File: config.mk
export PLATFORM = sky130hd
export DESIGN_NAME = tcw_controller
export DESIGN_NICKNAME = d
export VERILOG_FILES = /design/src/rtl/tcw_pkg.sv /design/src/rtl/tcw_controller.sv
export SDC_FILE = /design/constraint.sdc
export NUM_CORES = 1
export LEC_CHECK = 0
export BUFFER_PORTS_ARGS = -buffer_cell sky130_fd_sc_hd__clkbuf_2
export CORE_AREA = 2 2 39 41
export DETAILED_ROUTE_END_ITERATION = 10
export DIE_AREA = 0 0 41 43
export PLACE_DENSITY = 0.81
export SKIP_LAST_GASP = 1
export SYNTH_ARGS = -nofsm -noshare
export SYNTH_HDL_FRONTEND = slang
export SYNTH_SLANG_ARGS = --single-unit
File: constraint.sdc
create_clock -name i_clk -period 3.8 [get_ports i_clk]
set_input_delay 0.76 -clock i_clk [delete_from_list [all_inputs] [get_ports i_clk]]
set_output_delay 0.76 -clock i_clk [all_outputs]
set_load 0.02 [all_outputs]
File: src/rtl/tcw_pkg.sv
// Shared types, constants and command structures for the text console writer.
package tcw_pkg;

    // Default screen geometry.
    localparam int DEF_COLUMNS = 80;
    localparam int DEF_ROWS    = 25;

    // Field widths.
    localparam int OP_W      = 2;
    localparam int CHAR_W    = 8;
    localparam int COL_W     = 7;
    localparam int ROW_W     = 5;
    localparam int POS_W     = 11;
    localparam int DATA_W    = 16;
    localparam int COLOR_W   = 4;
    localparam int CFG_IDX_W = 1;

    // Stream payload widths.
    localparam int S_TDATA_W = 24;
    localparam int M_TDATA_W = 32;
    localparam int M_PAD_W   = M_TDATA_W - POS_W - DATA_W - 1;

    // Color register reset values.
    localparam logic [COLOR_W-1:0] FG_RESET = 4'd7;
    localparam logic [COLOR_W-1:0] BG_RESET = 4'd0;

    // Character codes with a control meaning, and the blank.
    localparam logic [CHAR_W-1:0] CH_NEWLINE   = 8'd10;
    localparam logic [CHAR_W-1:0] CH_RETURN    = 8'd13;
    localparam logic [CHAR_W-1:0] CH_BACKSPACE = 8'd8;
    localparam logic [CHAR_W-1:0] CH_SPACE     = 8'd32;

    // Operation codes of a request.
    typedef enum logic [OP_W-1:0] {
        OP_PUT   = 2'd0,
        OP_READ  = 2'd1,
        OP_CLEAR = 2'd2,
        OP_SET   = 2'd3
    } t_op;

    // Configuration register indexes.
    typedef enum logic [CFG_IDX_W-1:0] {
        CFG_FG = 1'b0,
        CFG_BG = 1'b1
    } t_cfg_idx;

    // Start points of the address sweep.
    typedef enum logic [1:0] {
        ADDR_ZERO       = 2'd0,
        ADDR_SECOND_ROW = 2'd1,
        ADDR_LAST_ROW   = 2'd2
    } t_addr_sel;

    // Commands from the controller to the datapath.
    typedef struct packed {
        logic      capture;    // latch the incoming request
        logic      exec;       // apply the request to cursor and screen
        logic      addr_load;  // load the sweep address
        t_addr_sel addr_sel;
        logic      fill;       // write the fill word at the sweep address
        logic      fill_zero;  // fill with zero instead of the blank
        logic      copy;       // read one cell for the scroll copy
        logic      load_out;   // load the result register
    } t_dp_cmd;

    // Status from the datapath to the controller.
    typedef struct packed {
        t_op  op;
        logic scroll_req;
        logic addr_last;
    } t_dp_sts;

endpackage

File: src/rtl/tcw_controller.sv
// Controller: sequences requests, screen sweeps and the result handshake.
module tcw_controller
    import tcw_pkg::*;
(
    input  logic    i_clk,
    input  logic    i_rst_n,
    input  logic    i_s_tvalid,
    output logic    o_s_tready,
    output logic    o_m_tvalid,
    input  logic    i_m_tready,
    output t_dp_cmd o_cmd,
    input  t_dp_sts i_sts
);

    typedef enum logic [7:0] {
        S_INIT   = 8'b0000_0001,
        S_IDLE   = 8'b0000_0010,
        S_EXEC   = 8'b0000_0100,
        S_RDWAIT = 8'b0000_1000,
        S_SCROLL = 8'b0001_0000,
        S_DRAIN  = 8'b0010_0000,
        S_FILL   = 8'b0100_0000,
        S_HOLD   = 8'b1000_0000
    } t_state;

    t_state r_state;
    t_state n_state;
    logic   r_out_valid;
    logic   out_free;

    // The result register can take a new result when empty or being drained.
    assign out_free = !r_out_valid || i_m_tready;

    // State sequencing and datapath commands.
    always_comb begin
        n_state    = r_state;
        o_cmd      = '0;
        o_s_tready = 1'b0;
        unique case (r_state)
            S_INIT: begin
                o_cmd.fill      = 1'b1;
                o_cmd.fill_zero = 1'b1;
                if (i_sts.addr_last) begin
                    n_state = S_IDLE;
                end
            end
            S_IDLE: begin
                o_s_tready    = 1'b1;
                o_cmd.capture = 1'b1;
                if (i_s_tvalid) begin
                    n_state = S_EXEC;
                end
            end
            S_EXEC: begin
                o_cmd.exec = 1'b1;
                if (i_sts.op == OP_READ) begin
                    n_state = S_RDWAIT;
                end else if (i_sts.op == OP_CLEAR) begin
                    o_cmd.addr_load = 1'b1;
                    o_cmd.addr_sel  = ADDR_ZERO;
                    n_state         = S_FILL;
                end else if (i_sts.scroll_req) begin
                    o_cmd.addr_load = 1'b1;
                    o_cmd.addr_sel  = ADDR_SECOND_ROW;
                    n_state         = S_SCROLL;
                end else if (out_free) begin
                    o_cmd.load_out = 1'b1;
                    n_state        = S_IDLE;
                end else begin
                    n_state = S_HOLD;
                end
            end
            S_RDWAIT: begin
                if (out_free) begin
                    o_cmd.load_out = 1'b1;
                    n_state        = S_IDLE;
                end else begin
                    n_state = S_HOLD;
                end
            end
            S_SCROLL: begin
                o_cmd.copy = 1'b1;
                if (i_sts.addr_last) begin
                    n_state = S_DRAIN;
                end
            end
            S_DRAIN: begin
                // The last copy write goes out while the bottom row address loads.
                o_cmd.addr_load = 1'b1;
                o_cmd.addr_sel  = ADDR_LAST_ROW;
                n_state         = S_FILL;
            end
            S_FILL: begin
                o_cmd.fill = 1'b1;
                if (i_sts.addr_last) begin
                    n_state = S_HOLD;
                end
            end
            S_HOLD: begin
                if (out_free) begin
                    o_cmd.load_out = 1'b1;
                    n_state        = S_IDLE;
                end
            end
            default: begin
                n_state = S_IDLE;
            end
        endcase
    end

    always_ff @(posedge i_clk) begin
        if (!i_rst_n) begin
            r_state <= S_INIT;
        end else begin
            r_state <= n_state;
        end
    end

    // Result valid flag.
    always_ff @(posedge i_clk) begin
        if (!i_rst_n) begin
            r_out_valid <= 1'b0;
        end else if (o_cmd.load_out) begin
            r_out_valid <= 1'b1;
        end else if (i_m_tready) begin
            r_out_valid <= 1'b0;
        end
    end

    assign o_m_tvalid = r_out_valid;

    // An accepted request is executed in the very next cycle.
    a_accept_exec : assert property (@(posedge i_clk) disable iff (!i_rst_n)
        (i_s_tvalid && o_s_tready) |=> (r_state == S_EXEC))
        else $error("accepted request not executed");

    // A result is never loaded over one that is still waiting.
    a_no_overwrite : assert property (@(posedge i_clk) disable iff (!i_rst_n)
        o_cmd.load_out |-> (!r_out_valid || i_m_tready))
        else $error("result overwritten before it was taken");

    // No request is taken as the screen clearing begins after reset.
    a_init_busy : assert property (@(posedge i_clk) disable iff (!i_rst_n)
        $past(!i_rst_n) |-> !o_s_tready)
        else $error("request accepted during the reset clearing pass");

endmodule

; ---- Word level (Yosys, flattened, before mapping)
; Index checks and enable logic that the tools add are counted.
[word_totals]
register_bits = 9
inputBits = 8
wordCells = 49
[op_classes]
eq_ne = 15
mux = 26
reduce_logical = 6
[op_table]
columns = op, n
row1 = two-way mux 8 bit, 9
row2 = one-hot mux 8 bit (8 select lines), 1
row3 = two-way mux 1 bit, 11
row4 = inequality test 2 bit (second input constant), 5
row5 = two-way mux 3 bit, 3
row6 = equality test 8 x 1 -> 1 bit (second input constant), 1
row7 = equality test 8 x 2 -> 1 bit (second input constant), 1
row8 = equality test 8 x 3 -> 1 bit (second input constant), 1
row9 = equality test 8 x 4 -> 1 bit (second input constant), 1
row10 = equality test 8 x 5 -> 1 bit (second input constant), 1
row11 = equality test 8 x 6 -> 1 bit (second input constant), 1
row12 = equality test 8 x 7 -> 1 bit (second input constant), 1
row13 = equality test 8 bit (second input constant), 1
row14 = one-hot mux 3 bit (2 select lines), 1
row15 = AND reduction 5 bit, 1
row16 = OR reduction 2 bit, 2
row17 = equality test 2 x 1 -> 1 bit (second input constant), 1
row18 = equality test 2 bit (second input constant), 1
row19 = one-hot mux 1 bit (2 select lines), 1
row20 = nonzero test 2 bit, 1
row21 = logical NOT 1 bit, 1
row22 = logical OR 1 bit, 1

; ---- Depth between registers and ports, before layout
; Gate-level depths: netlist of run 1.
[depth]
depth_word = 8
depth_mapped = 6
depth_no_buf = 6

; ---- Least setup slack after synthesis of run 1
; No wires, ideal clock.
[synth_path]
kind = input-to-output
startpoint = input i_sts[3] (netlist name)
endpoint = output o_cmd[0] (netlist name)
t_arrival_ns = 1.640
t_required_ns = 3.040
slack_ns = 1.400
cell_stages = 5
path_buffers = 0
path_cell_list = xnor2_1 a22oi_1 o21ai_0 nand2_1 nor2_1
[synth_lines]
columns = item, line
row1 = start: declaration, tcw_controller.sv:12  ; input t_dp_sts i_sts
row2 = end: declaration, tcw_controller.sv:11  ; output t_dp_cmd o_cmd,

==> impl_table.tex, run 1 <==
\begin{tabular}{lr}
\hline
Metric & Value \\
\hline
\multicolumn{2}{l}{\textbf{Global route}} \\
\quad Initial antenna violation count & 0 \\
\quad Wire length of the first global-routing pass & 2.24 mm \\
\quad Total global routing track utilization & 19.2\% \\
\quad Number of global-route vias before repair & 523 \\
\quad Remaining global-route overflow & 0 \\
\quad Largest net degree at the start of global routing & 9 \\
\multicolumn{2}{l}{\textbf{Placement}} \\
\quad Estimated wirelength of the detail-placed design & 1.03 mm \\
\quad Global placement routability congestion & 0.868 \\
\quad Number of I/O port buffers & 18 \\
\multicolumn{2}{l}{\textbf{Detailed routing}} \\
\quad WL/cell & 12.7 µm \\
\quad Via count & 596 \\
\quad Number of detailed-routing iterations run before antenna repair & 4 \\
\quad First-iteration detailed-routing DRC count & 24 \\
\quad Post-DRT Antenna Nets & 0 \\
\quad Routed Wire Length & 1.36 mm \\
\quad DRC errors left & 0 \\
\quad Post-detailed-route via-to-cell ratio & 5.57 \\
\multicolumn{2}{l}{\textbf{Yosys}} \\
\quad Total nets after synthesis & 78 \\
\quad Number of synthesized register bits & 9 \\
\quad Synthesized netlist cell count & 70 \\
\quad Mean post-synth cell area & 8.24 µm² \\
\quad Cell area after synthesis & 577 µm² \\
\quad Post-synth top area share & 31.2\% \\
\quad Count of flip-flops with a built-in enable after synthesis & 0 \\
\quad Post-synthesis async set-or-reset flop share & 0\% \\
\quad Top cells by instance count after synthesis & dfxtp\_1 (9), nand2\_1 (7), nor2\_1 (6), and3\_1 (5), nor2b\_1 (5) \\
\quad Sequential share of the synthesized area & 31.2\% \\
\quad Biggest area contributors in the synthesized netlist & dfxtp\_1 (31\%), and3\_1 (5.4\%), nor2b\_1 (5.4\%), nand2\_1 (4.6\%), nand4b\_1 (4.6\%) \\
\quad Synthesis warning total & 0 \\
\quad Most used flip-flop cell after synthesis & dfxtp\_1 \\
\quad Most used standard cell by instance count after synthesis & dfxtp\_1 \\
\quad Count of cell types in the netlist & 32 \\
\quad Biggest area consumer among synthesized cells & dfxtp\_1 \\
\multicolumn{2}{l}{\textbf{Clock network}} \\
\quad Clock slew seen by the registers of the worst setup and hold paths & 0.06 ns \\
\quad Largest buffer count on any clock path & 2 \\
\quad Clock latency reported for the late side of the worst-skew pair & 0.26 ns \\
\quad CTS H-tree lvls & 1 \\
\quad Count of clock tree sinks & 9 \\
\quad Clock tree from TritonCTS & yes \\
\quad Post-cts gate resize count & 0 \\
\quad Count of hold buffers inserted by post-cts repair & 0 \\
\quad Clock root buffer master & clkbuf\_4 \\
\quad Buffers inserted during post-CTS setup optimization & 0 \\
\quad TritonCTS buffer count & 3 \\
\multicolumn{2}{l}{\textbf{Worst setup path}} \\
\quad Critical Path Fanout Max & 6 \\
\quad Crit path from & r\_state[7]\$\_SDFFE\_PN0P\_ \\
\quad Delay contributed by the slowest stage of the critical path & 0.39 ns \\
\quad CP endpoint kind & output pin \\
\quad Crit path max-delay cell type & nor4\_4 \\
\quad Terminus of the critical flop-to-flop path & r\_state[1]\$\_SDFFE\_PN0P\_ \\
\quad Cell Chain, Critical Path & nor4\_4 > nand2\_1 > or3\_4 > clkinv\_2 > and3\_1 > clkbuf\_2 \\
\quad Setup slack of the most critical reg-to-reg path & 2.00 ns \\
\quad Worst path arrival time & 1.91 ns \\
\quad Critical Path RT & 3.04 ns \\
\quad WP buf/inv & 2 \\
\quad CP Launch Type & flip-flop \\
\quad Top delay family on crit path & simple AND/OR/NAND/NOR gates \\
\quad Reg2reg path depth & 5 \\
\quad Kind of critical path & flip-flop to output pin \\
\quad Launching point of the worst reg2reg path & r\_state[7]\$\_SDFFE\_PN0P\_ \\
\multicolumn{2}{l}{\textbf{Run}} \\
\quad Max-cap check violation count & 0 \\
\multicolumn{2}{l}{\textbf{Power}} \\
\quad Worst voltage drop across the vdd grid & 0.000131 V \\
\quad Standby leakage power & 0.324 nW \\
\quad Cell area power density & 309 mW/mm² \\
\multicolumn{2}{l}{\textbf{Floorplan}} \\
\quad Horizontal extent of the die & 41 µm \\
\quad Initial standard-cell utilization of the core & 41.7\% \\
\quad Height of the die & 43 µm \\
\quad Placement row count & 14 \\
\quad Floorplan die area & 0.00176 mm² \\
\quad Std-Cell Core Area & 0.00138 mm² \\
\quad Io pins & 19 \\
\multicolumn{2}{l}{\textbf{Timing}} \\
\quad Shortest period the worst path allows & 2.67 ns \\
\quad Setup TNS Final & 0 ns \\
\quad RSZ-0062 raised after global routing & no \\
\quad Worst clock skew & 0.00409 ns \\
\quad Fin. Hold Viols & 0 \\
\quad Final worst-path cycle share & 70.3\% \\
\quad Maximum achievable frequency & 374 MHz \\
\quad Final number of max-transition violations & 0 \\
\quad Minimum hold slack & 0.540 ns \\
\quad Pin slew with the least headroom to its limit & 0.558 ns \\
\quad Count of endpoints failing setup in the final report & 0 \\
\quad Normalized max-slew margin & 62.5\% \\
\multicolumn{2}{l}{\textbf{Cells and area}} \\
\quad Layout area overhead & 22.3\% \\
\quad Number of inserted diodes & 0 \\
\quad Filler Cell Count & 135 \\
\quad Fraction of final layout cells sized beyond drive strength 1 & 26.4\% \\
\quad Net count reported at finish & 100 \\
\multicolumn{2}{l}{\textbf{Min path}} \\
\quad Origin of the worst min-delay path & r\_state[0]\$\_SDFFE\_PN1P\_ \\
\quad Cell depth of the worst hold path & 2 \\
\quad Worst hold path type & flip-flop to flip-flop \\
\quad Hold path endpoint & r\_state[0]\$\_SDFFE\_PN1P\_ \\
\multicolumn{2}{l}{\textbf{Status}} \\
\quad Outcome & completed \\
\hline
\end{tabular}
tightest hold or removal path, cell delays in order, from the launching register on:
cell and delay [ns]:
dfxtp_1 0.37, nand2_1 0.08, nand2_1 0.04
layout by cell type (no fill, tap or decap), drive strengths merged, types with 3 or more instances in the layout:
cell / count
clkbuf: 22
nor2: 6
and3: 5
nand2: 7
nor2b: 5
o21ai: 4
nor4: 3
nand4b: 3
inv: 4
dfxtp: 9
sequential cells by signal, indices dropped and copies added, names as in the netlist:
register and flops:
r_state 8, o_m_tvalid 1
power breakdown:
group          internal [mW]  leakage [nW]  switching (mW)
Sequential            0.0969        0.0733         0.00417
Combinational         0.0158         0.236          0.0246
Clock                 0.0406        0.0150          0.0361
cells by family after synthesis:
family / after synthesis / synth area share, %
xor gates and xnor gates: 3 / 4.56
and+or+nand+nor: 38 / 41.6
DFF: 9 / 31.2
buffers and inverters: 6 / 4.77
AOI/OAI and AO/OA: 13 / 16.1
adders and majority gates: 1 / 1.74
final cells by class:
cell class	count	area, µm²	area share, %
tap	16	20.0	2.84
timing repair buffer	18	90.1	12.8
multi-input combinational	55	369	52.3
inverter	5	20.0	2.84
clock buffer	4	26.3	3.72
sequential	9	180	25.5
worst max path at each step:
stage | endpoint | slack (ns) | cells after the start
finish | o_cmd[4] | 1.13 | 6
global route | o_cmd[0] | 1.02 | 7
CTS | o_cmd[4] | 1.14 | 6
floorplan | o_cmd[0] | 1.40 | 5
global placement | o_cmd[0] | 1.23 | 7
detailed placement | o_cmd[0] | 1.20 | 7
metal layers:
layer,up-vias,GRT usage (%),routed length (µm)
met2,26,25.9,593
met3,4,4.71,80
met1,265,24.8,644
met5,-,0,0
li1,301,-,-
met4,0,14.7,40
stage by stage:
step                      instances  cell area [µm²]  power (mW)  util [%]  setup WS (ns)
final                           107              706       0.218      51.0           1.13
after global routing            107              706       0.231      51.0           1.02
after CTS                       107              706       0.219      51.0           1.14
after detailed placement        103              679       0.143      49.1           1.20
after global placement          103              679       0.143      49.1           1.23
after floorplan                  70              577       0.130         -           1.40
(Power assumes the default switching activity.)
==> run 2, diff against run 1 <==
clock period = 2.62 ns   (was 3.8 ns; I/O delays follow)
==> run 2 against run 1 <==
Net effect: wire length fell by 1.8%; combinational power rose by 45%; largest cell class unchanged; global-route usage fell by 1.7 points; sequential power rose by 46%; critical path depth did not move; cell area did not move; utilization did not move; clock skew fell by 0.0017 ns; worst setup slack got worse by 0.92 ns; via count rose by 3.5%; hold slack got worse by 0.054 ns.
==> impl_table.tex, run 2 (synthesis results as in run 1) <==
\begin{tabular}{lr}
\hline
Metric & Value \\
\hline
\multicolumn{2}{l}{\textbf{Cells and area}} \\
\quad Net count reported at finish & 100 (unchanged) \\
\quad Post-Route Utilization & 51.0\% (unchanged) \\
\quad Non-filler cells, final & 107 (unchanged) \\
\quad Filler Cell Count & 125 (-7.4\%) \\
\quad Most common library cell in the layout ignoring fill and taps & clkbuf\_2 \\
\quad Area of the multi-input gates & 369 µm² (unchanged) \\
\quad Fraction of final layout cells sized beyond drive strength 1 & 26.4\% (unchanged) \\
\quad Leading cell types in the layout, fill and taps excluded & clkbuf\_2 (18), dfxtp\_1 (9), nand2\_1 (7) \\
\quad Layout area overhead & 22.3\% (unchanged) \\
\quad Sequential cell area & 180 µm² (unchanged) \\
\quad Top register by number of flip-flops & r\_state \\
\quad Max reg flops & 8 (unchanged) \\
\quad Number of inserted diodes & 0 (unchanged) \\
\multicolumn{2}{l}{\textbf{Clock network}} \\
\quad Buffers inserted during post-CTS setup optimization & 0 (unchanged) \\
\quad Clock root buffer master & clkbuf\_4 \\
\quad Count of clock tree sinks & 9 (unchanged) \\
\quad TritonCTS buffer count & 3 (unchanged) \\
\quad CTS H-tree lvls & 1 (unchanged) \\
\quad Largest buffer count on any clock path & 2 (unchanged) \\
\quad Clock slew seen by the registers of the worst setup and hold paths & 0.06 ns (about the same) \\
\quad Post-cts gate resize count & 0 (unchanged) \\
\quad Clock latency reported for the late side of the worst-skew pair & 0.27 ns (about the same) \\
\quad Clock tree from TritonCTS & yes \\
\quad Count of hold buffers inserted by post-cts repair & 0 (unchanged) \\
\multicolumn{2}{l}{\textbf{Power}} \\
\quad Final Total Pwr & 0.315 mW (+45\%) \\
\quad Internal portion of total power & 0.222 mW (+45\%) \\
\quad Switching Power & 0.0929 mW (+43\%) \\
\quad Proportion of power drawn by flip-flops and latches & 46.5\% (+0.2 points) \\
\quad Standby leakage power & 0.324 nW (unchanged) \\
\quad Sw Ratio & 29.5\% (-0.28 points) \\
\quad Part of the power in combinational logic & 18.6\% (about the same) \\
\quad Proportion of power drawn by the clock network & 34.9\% (-0.3 points) \\
\quad Worst voltage drop across the vdd grid & 0.000250 V (+90\%) \\
\quad Cell area power density & 447 mW/mm² (+45\%) \\
\multicolumn{2}{l}{\textbf{Timing}} \\
\quad Fin. Hold Viols & 0 (unchanged) \\
\quad Final worst-path cycle share & 92.1\% \\
\quad Count of endpoints failing setup in the final report & 0 (unchanged) \\
\quad Normalized max-slew margin & 59.4\% (-3.0 points) \\
\quad Setup TNS Final & 0 ns (unchanged) \\
\quad Shortest period the worst path allows & 2.41 ns \\
\quad Pin slew with the least headroom to its limit & 0.603 ns (+0.0453 ns) \\
\quad Final number of max-transition violations & 0 (unchanged) \\
\quad Worst clock skew & 0.00240 ns (-0.00169 ns) \\
\quad RSZ-0062 raised after global routing & no \\
\quad Maximum achievable frequency & 415 MHz \\
\quad Minimum hold slack & 0.486 ns (-0.0545 ns) \\
\multicolumn{2}{l}{\textbf{Worst setup path}} \\
\quad Kind of critical path & flip-flop to output pin \\
\quad CP endpoint kind & output pin \\
\quad Crit path max-delay cell type & dfxtp\_1 \\
\quad Count of cell instances traversed by the critical path & 6 (unchanged) \\
\quad Top delay family on crit path & simple AND/OR/NAND/NOR gates \\
\quad Setup slack of the most critical reg-to-reg path & 0.75 ns (-1.25 ns) \\
\quad Reg2reg path depth & 5 (unchanged) \\
\quad Endpoint of the most critical setup path & o\_cmd[4] \\
\quad Crit path from & r\_state[7]\$\_SDFFE\_PN0P\_ \\
\quad Critical Path Fanout Max & 6 (unchanged) \\
\quad Worst path arrival time & 1.89 ns (-0.02 ns) \\
\quad Terminus of the critical flop-to-flop path & r\_state[1]\$\_SDFFE\_PN0P\_ \\
\quad Critical Path RT & 2.10 ns (-0.94 ns) \\
\quad WP buf/inv & 2 (unchanged) \\
\quad Cell Chain, Critical Path & nor4\_4 > nand2\_1 > or3\_4 > clkinv\_2 > and3\_1 > clkbuf\_2 \\
\quad Delay contributed by the slowest stage of the critical path & 0.37 ns (-0.02 ns) \\
\quad Launching point of the worst reg2reg path & r\_state[7]\$\_SDFFE\_PN0P\_ \\
\quad CP Launch Type & flip-flop \\
\multicolumn{2}{l}{\textbf{Run}} \\
\quad Max-cap check violation count & 0 (unchanged) \\
\multicolumn{2}{l}{\textbf{Detailed routing}} \\
\quad DRC errors left & 0 (unchanged) \\
\quad Post-detailed-route via-to-cell ratio & 5.77 (+3.5\%) \\
\quad Number of detailed-routing iterations run before antenna repair & 4 (unchanged) \\
\quad Routed Wire Length & 1.33 mm (-1.8\%) \\
\quad Post-DRT Antenna Nets & 0 (unchanged) \\
\quad Via count & 617 (+3.5\%) \\
\quad WL/cell & 12.5 µm (-1.8\%) \\
\quad First-iteration detailed-routing DRC count & 18 (-25\%) \\
\multicolumn{2}{l}{\textbf{Placement}} \\
\quad Estimated wirelength of the detail-placed design & 1.01 mm (-2.5\%) \\
\quad Global placement routability congestion & 0.868 (about the same) \\
\quad \# placed instances & 103 (unchanged) \\
\quad Number of I/O port buffers & 18 (unchanged) \\
\multicolumn{2}{l}{\textbf{Status}} \\
\quad Outcome & completed \\
\multicolumn{2}{l}{\textbf{Floorplan}} \\
\quad Initial standard-cell utilization of the core & 41.7\% (unchanged) \\
\quad Placement row count & 14 (unchanged) \\
\quad Horizontal extent of the die & 41 µm (unchanged) \\
\quad Io pins & 19 (unchanged) \\
\quad Floorplan die area & 0.00176 mm² (unchanged) \\
\quad Height of the die & 43 µm (unchanged) \\
\quad Std-Cell Core Area & 0.00138 mm² (unchanged) \\
\multicolumn{2}{l}{\textbf{Global route}} \\
\quad Total global routing track utilization & 17.5\% (-1.7 points) \\
\quad Number of global-route vias before repair & 496 (-5.2\%) \\
\quad Remaining global-route overflow & 0 (unchanged) \\
\quad Wire length of the first global-routing pass & 2.05 mm (-8.6\%) \\
\quad Largest net degree at the start of global routing & 9 (unchanged) \\
\quad Initial antenna violation count & 0 (unchanged) \\
\multicolumn{2}{l}{\textbf{Min path}} \\
\quad Worst hold path type & primary input to flip-flop \\
\quad Origin of the worst min-delay path & i\_sts[3] \\
\hline
\end{tabular}
[run 2: cell counts in the layout (fill, tap and decap cells not counted)]
Identical to the previous run, type by type.
[run 2: metrics by stage]
| step | worst slack [ns] | area, µm² |
|---|---|---|
| floorplan | 0.591 | 577 |
| global placement | 0.494 | 679 |
| detailed placement | 0.481 | 679 |
| CTS | 0.222 | 706 |
| global route | 0.0874 | 706 |
| finish | 0.208 | 706 |
[run 2: layout make-up]
type                            instances  share of cell area (%)
Timing Repair Buffer                   18                    12.8
Multi-Input combinational cell         55                    52.3
Tap cell                               16                    2.84
Inverter                                5                    2.84
Clock buffer                            4                    3.72
Sequential cell                         9                    25.5
[run 2: layer usage]
metal  vias to the layer above  GRT usage, %  part of all wire, %  wire (µm)
li1                        304             -                    -          -
met1                       282          23.6                   46        618
met2                        24          24.1                   44        591
met3                         7          3.14                  5.6         75
met4                         0          12.0                  3.6         48
met5                         -             0                    0          0
[run 2: worst min path at each step]
stage                                    endpoint  slack (ns)  depth (start not counted)
after global placement    r_state[0]$_SDFFE_PN1P_        0.53                          2
final                     r_state[3]$_SDFFE_PN0P_        0.49                          2
after global routing      r_state[3]$_SDFFE_PN0P_        0.50                          2
after detailed placement  r_state[0]$_SDFFE_PN1P_        0.54                          2
after floorplan           r_state[0]$_SDFFE_PN1P_        0.50                          2
after CTS                 r_state[3]$_SDFFE_PN0P_        0.49                          2
[run 2: power by group through the flow]
stage	combinational, mW	clock (mW)	sequential (mW)
after floorplan	0.0397	0	0.149
after global placement	0.0575	0	0.149
after detailed placement	0.0580	0	0.149
after CTS	0.0586	0.109	0.146
after global routing	0.0652	0.114	0.147
final	0.0587	0.110	0.147
